--- src/hw/rtl/assert_macros.svh ---
// Assertion macros shared by the RTL modules.
`ifndef ASSERT_MACROS_SVH
`define ASSERT_MACROS_SVH

`ifndef SYNTHESIS
`define ASSERT_PROP(lbl, clk, rstn, prop, msg) \
    lbl: assert property (@(posedge clk) disable iff (!rstn) (prop)) else $error(msg);
`define ASSERT_NEVER(lbl, clk, rstn, expr, msg) \
    lbl: assert property (@(posedge clk) disable iff (!rstn) !(expr)) else $error(msg);
`else
`define ASSERT_PROP(lbl, clk, rstn, prop, msg)
`define ASSERT_NEVER(lbl, clk, rstn, expr, msg)
`endif

`endif

--- src/hw/rtl/isc_pkg.sv ---
// Types and codes for the induced subgraph connectivity block.
package isc_pkg;

    localparam logic [1:0] KIND_CLEAR = 2'd0;
    localparam logic [1:0] KIND_ENTRY = 2'd1;
    localparam logic [1:0] KIND_QUERY = 2'd2;

    localparam int IN_TDATA_W  = 80;
    localparam int OUT_TDATA_W = 8;

    localparam int ROW_LSB = 0;
    localparam int COL_LSB = 6;
    localparam int NEG_BIT = 12;
    localparam int SET_LSB = 13;

    typedef enum logic [2:0] {
        S_IDLE,
        S_ENT_A,
        S_ENT_B,
        S_SCAN,
        S_EMIT
    } isc_state_t;

    typedef struct packed {
        logic rd_en;
        logic wr_en;
        logic clear;
    } isc_cmd_t;

endpackage

--- src/hw/rtl/isc_ram.sv ---
// Generic simple dual-port RAM with registered read.
module isc_ram #(
    parameter int WIDTH = 64,
    parameter int DEPTH = 64
) (
    input  logic                     clk,
    input  logic                     we,
    input  logic [$clog2(DEPTH)-1:0] waddr,
    input  logic [WIDTH-1:0]         wdata,
    input  logic                     re,
    input  logic [$clog2(DEPTH)-1:0] raddr,
    output logic [WIDTH-1:0]         rdata
);

    logic [WIDTH-1:0] mem [DEPTH];
    logic [WIDTH-1:0] rdata_reg;

    always_ff @(posedge clk)
    begin
        if (we)
        begin
            mem[waddr] <= wdata;
        end
        if (re)
        begin
            rdata_reg <= mem[raddr];
        end
    end

    assign rdata = rdata_reg;

endmodule

--- src/hw/rtl/isc_adj_store.sv ---
// Adjacency row store: RAM plus per-row valid bits for instant clear.
`include "assert_macros.svh"
module isc_adj_store import isc_pkg::*; #(
    parameter int VERTICES = 64
) (
    input  logic                        clk,
    input  logic                        rst_n,
    input  isc_cmd_t                    cmd,
    input  logic [$clog2(VERTICES)-1:0] raddr,
    input  logic [$clog2(VERTICES)-1:0] waddr,
    input  logic [VERTICES-1:0]         wdata,
    output logic [VERTICES-1:0]         rdata
);

    logic [VERTICES-1:0] valid_reg;
    logic [VERTICES-1:0] valid_next;
    logic                rd_ok_reg;
    logic [VERTICES-1:0] ram_q;

    isc_ram #(
        .WIDTH (VERTICES),
        .DEPTH (VERTICES)
    ) u_ram (
        .clk   (clk),
        .we    (cmd.wr_en),
        .waddr (waddr),
        .wdata (wdata),
        .re    (cmd.rd_en),
        .raddr (raddr),
        .rdata (ram_q)
    );

    always_comb
    begin
        valid_next = valid_reg;
        if (cmd.clear)
        begin
            valid_next = '0;
        end
        else if (cmd.wr_en)
        begin
            valid_next[waddr] = 1'b1;
        end
    end

    always_ff @(posedge clk or negedge rst_n)
    begin
        if (!rst_n)
        begin
            valid_reg <= '0;
            rd_ok_reg <= 1'b0;
        end
        else
        begin
            valid_reg <= valid_next;
            if (cmd.rd_en)
            begin
                rd_ok_reg <= valid_reg[raddr];
            end
        end
    end

    assign rdata = rd_ok_reg ? ram_q : '0;

    `ASSERT_NEVER(a_rw_same_row, clk, rst_n,
        cmd.rd_en && cmd.wr_en && (raddr == waddr), "read and write hit the same row")
    `ASSERT_NEVER(a_clear_alone, clk, rst_n,
        cmd.clear && (cmd.rd_en || cmd.wr_en), "clear overlaps a row access")
    `ASSERT_PROP(a_wr_sets_valid, clk, rst_n,
        (cmd.wr_en && !cmd.clear) |=> valid_reg[$past(waddr)], "written row not marked valid")

endmodule

--- config.mk ---
export PLATFORM = sky130hd
export DESIGN_NAME = isc_adj_store
export DESIGN_NICKNAME = d
export VERILOG_FILES = /design/src/hw/rtl/isc_pkg.sv /design/src/hw/rtl/isc_ram.sv /design/src/hw/rtl/isc_adj_store.sv
export VERILOG_INCLUDE_DIRS = /design/src /design/src/hw/rtl
export SDC_FILE = /design/constraint.sdc
export NUM_CORES = 2
export LEC_CHECK = 0
export ABC_AREA = 1
export BUFFER_PORTS_ARGS = -buffer_cell sky130_fd_sc_hd__buf_4
export CORE_MARGIN = 1.5
export CORE_UTILIZATION = 38
export DETAILED_ROUTE_END_ITERATION = 8
export PLACE_DENSITY_LB_ADDON = 0.12
export SLEW_MARGIN = 20
export SYNTH_ARGS = -nofsm -noshare
export SYNTH_HDL_FRONTEND = slang
export SYNTH_SLANG_ARGS = --single-unit
export TNS_END_PERCENT = 1
--- constraint.sdc ---
create_clock -name clk -period 3.5 [get_ports clk]
set_input_delay 0.35 -clock clk [delete_from_list [all_inputs] [get_ports clk]]
set_output_delay 0.35 -clock clk [all_outputs]
set_load 0.01 [all_outputs]
Yosys cells after proc, flatten, opt, wreduce, memory -nomap -nowiden --
Memories as Yosys holds them, arrays and structs flattened. A register that Yosys moved wholly into a read port is not among the register bits. Index checks and enable logic that the tools add are counted.
Operators by class: $lt $le $gt $ge 3, muxes and demuxes 9, bitwise logic cells 1, reduce and logical (&&, ||, !) cells 2
Operator list (number):
- 64-bit two-way mux | 3
- 64-bit bitwise OR | 1
- 6-bit by 7-bit < comparator with 1-bit output (second input constant) | 2
- 1-bit binary-select mux with 6-bit select | 1
- 1-bit demux with 6-bit select | 1
- 6-bit by 1-bit >= comparator with 1-bit output (second input constant) | 1
- 1-bit two-way mux | 4
- 2-bit nonzero test | 1
- 1-bit logical AND | 1
Storage, ports and cells: bits in registers 65, RAM bits 4096, input port bits 81, word-level logic and storage cells 18, memories kept 1
Memory list:
- u_ram.mem | depth 64, bits a word 64, rd ports 1, clocked after memory_dff 1, write ports 1, RTL line isc_ram.sv:15 | logic [WIDTH-1:0] mem [DEPTH];

Depth between registers and ports, before layout --
depth after elaboration 7, mapped depth 13, mapped depth without buffers 9

Cells and area by module --
From an unflattened synthesis, not the netlist that was laid out.
Second synthesis, totals: cells, all modules 13926, area total of the unflattened synthesis 169726.5 um2
By module, submodules not included:
- isc_ram | times used 1, cells each 13405, area each 165946.7 um2, sequential area each 124919.8 um2
- isc_adj_store | times used 1, cells each 521, area each 3779.9 um2, sequential area each 1626.6 um2

Worst setup path before layout --
Ideal clock, no wire load.
path type input-to-reg, start point input port cmd[1] (netlist bit), end point memory u_ram.mem[55][0] (enable), library setup time 0.488 ns, arrival time 3.563 ns, required time 3.012 ns, slack -0.551 ns, stages on the path 4, path buffers 0, cells stage by stage clkinv_1 -> nor3_1 -> inv_1 -> nor2_1
Between the ends: cells in the longest elaborated chain, start to end 2
Ends and longest elaborated chain:
- from (decl) | RTL line isc_adj_store.sv:8 | input isc_cmd_t cmd,
- 1-bit two-way mux | RTL line isc_ram.sv:20 | if (we)
- 1-bit two-way mux (implied by the code) | RTL line isc_ram.sv:22 | mem[waddr] <= wdata;
- to (decl) | RTL line isc_ram.sv:15
No other way between the ends.

Final worst setup path --
start point register rd_ok_reg, end point output port rdata[26]
Between the ends: cells in the longest elaborated chain, start to end 1
Ends and longest elaborated chain:
- from (decl) | RTL line isc_adj_store.sv:17 | logic rd_ok_reg;
- from (signal assigned) | RTL line isc_adj_store.sv:58 | rd_ok_reg <= valid_reg[raddr];
- 64-bit two-way mux | RTL line isc_adj_store.sv:63 | assign rdata = rd_ok_reg ? ram_q : '0;
- to (decl) | RTL line isc_adj_store.sv:12 | output logic [VERTICES-1:0] rdata
No other way between the ends.

==> results.cfg <==
[floorplan]
fp.coreArea_mm2 = 0.441
design.die.area_mm2 = 0.447
initial_core_util = 0.381
die_w_um = 668
io_pins = 145
rows = 244
die_y_um = 668

[clocking]
insertion_delay_ns = 1.01
clkTransAtPathRegs_ns = 0.06
htreeDepth = 5
cts_tree = yes
cts-resized-gates = 0
clock_sink_count = 4225
clk_path_buf_depth = 4
numCtsBuffers = 459
cts_root_buf = clkbuf_16

[worst_setup_path]
path_class = flop to primary output
crit_fanout = 26
arrival_ns = 2.93
setup.worst_path.end_class = primary output
critPathBufInv = 2
crit_chain = nand2_1 -> inv_1 -> buf_4
slowest_delay_ns = 0.96
crit_required_ns = 3.15
crit_path_start_kind = flop
cp_top_family = flip-flops
cp_slowest_cell = dfrtp_4

[timing]
worst_slew_pin_slew_ns = 1.12
fmax_mhz = 304
setup_violations = 0
min_period_ns = 3.28
skew_ns = 0.0404
finalHoldWorstSlack_ns = 0.279
final_hold_viol_count = 0
slew_viol_final = 0
rsz0062_at_grt = false
fin_crit_sh = 0.938
worst_slack_ns = 0.216
relSlewSlack = 0.251

[logic_synthesis]
synthCells = 13658
synth_cell_type_count = 18
yosys_register_bits = 4225
syn_area_mm2 = 0.168
synth_fp_nets = 13739
avgSynthCellArea_um2 = 12.3
yosysWarnings = 0
ys_seq_area_frac = 0.753

[min_path]
hp-class = primary input to flop

[cells_and_area]
drive_gt1_frac = 0.0939
largest_register_ffs = 4096
final_cell_mix = 4160 x edfxtp_1, 3524 x nand2_1, 3007 x nand3_1
nNetsFinal = 14009
layout_commonest_cell = edfxtp_1
syn_to_final_growth_pct = 15.9

[global_route]
grt_max_degree = 149
grt_use_met2 = 0.443
top_usage_layer = met2
gr-usage-all-layers = 0.272
grt_pass1_vias = 108386
use_met3 = 0.0327
gr-usage-met1 = 0.378
antenna_found_initial = 47
grt_overflow = 0
grt_pass1_wl_um = 860000

[power_and_ir_drop]
power_frac_comb = 0.061
power_density_mw_per_mm2 = 563
p_int_w = 0.0842
leakagePower_nw = 67.8
power.share.switching = 0.232
ir_drop_v = 0.000465
pwr-share-clk = 0.425
pwr-share-seq = 0.514
switchingPower_w = 0.0255

[route]
vias = 114842
wl_um = 621000
wl_per_cell_um = 30.7
first_iter_violations = 14437
first_pass_iters = 8
antenna_left = 0
drc = 0
via_per_inst = 5.68

[place]
dp_hpwl_um = 328000
dpl_worst_slack_ns = 0.335
gp_congestion = 0.811
numPortBuffers = 144

[status]
status = completed

[job]
drv_cap = 0
## routing by layer
layer | up-vias | routed length [um]
li1 | 49538 | -
met1 | 59172 | 260000
met2 | 5066 | 292000
met3 | 1042 | 45400
met4 | 24 | 23100
met5 | - | 159
## power groups by stage
stage / sequential (W) / combinational, W / clock (W)
finish: 0.0563 / 0.00671 / 0.0466
global route: 0.0563 / 0.00728 / 0.0491
CTS: 0.0563 / 0.00671 / 0.0472
detailed placement: 0.0574 / 0.00659 / 0
global placement: 0.0574 / 0.00654 / 0
floorplan: 0.0572 / 0.00347 / 0
## kinds of logic (layout without fill, tap and decap cells)
kind of cell	after synthesis	count (layout)	share of synthesized area
buffers and inverters	1150	1801	0.0306
DFF	4225	4225	0.753
and+or+nand+nor	7259	7259	0.185
AOI/OAI and AO/OA	1024	1024	0.0324
other	0	12	0
## cell usage after synthesis
master    number  area share
inv_4          1    0.000037
buf_6          2     0.00013
a21oi_1      128      0.0038
nor2_1       715       0.016
dfrtp_1       65      0.0097
nor3_1        13     0.00039
clkinv_1       1    0.000022
nand3_1     3007       0.089
inv_2          3    0.000067
clkbuf_1     309      0.0069
inv_1        224      0.0050
buf_2        439       0.013
buf_4         69      0.0031
o21ai_0      640       0.019
edfxtp_1    4160        0.74
buf_1        102      0.0023
o22ai_1      256      0.0095
nand2_1     3524       0.079
## cell type report
cell class	instances	area (um2)
diodes	12	30.0
clock buffers	581	12100
clock inverters	261	2070
fillers	40124	246000
inverters	229	911
multi-input cells	8283	37000
flip-flops and latches	4225	127000
well taps	5904	7390
repair buffers	730	8850
## through the flow
stage               utilization  power [W]   TNS, ns  std cells  area, um2
finish                    0.442      0.110         0      20225     195000
global route              0.442      0.113         0      20216     195000
CTS                       0.442      0.110         0      20213     195000
detailed placement        0.408     0.0640         0      19295     180000
global placement          0.408     0.0639         0      19295     180000
floorplan                     -     0.0606  -1997.77      13658     168000
## worst min-delay path, cell delays in order
cell and delay (ns):
buf_8 0.19, nand3_1 0.14, nand3_1 0.07, nand3_1 0.07
nand3_1 0.07, nand2_1 0.06, nand2_1 0.07, nand2_1 0.11
## what timing repair did
action,CTS,global route
buffers inserted,0,0
hold buffers,76,0
endpoints found under the hold margin,4257,0
## worst paths after layout
kind / endpoint / cells past startpoint / start / slack [ns]
setup reg to reg: u_ram.rdata[35]$_DFFE_PP_ / 8 / u_ram.mem[45][35]$_DFFE_PP_ / 1.76
hold / removal: u_ram.rdata[48]$_DFFE_PP_ / 8 / raddr[1] / 0.28
min in group asynchronous: valid_reg[24]$_DFFE_PN0P_ / 3 / rst_n / 0.41
setup / recovery: rdata[26] / 3 / rd_ok_reg$_DFFE_PN0P_ / 0.22
max in group asynchronous: valid_reg[58]$_DFFE_PN0P_ / 4 / rst_n / 2.54
hold reg to reg: valid_reg[13]$_DFFE_PN0P_ / 2 / valid_reg[13]$_DFFE_PN0P_ / 0.50
Note: power is estimated with default switching activity, not from simulation.
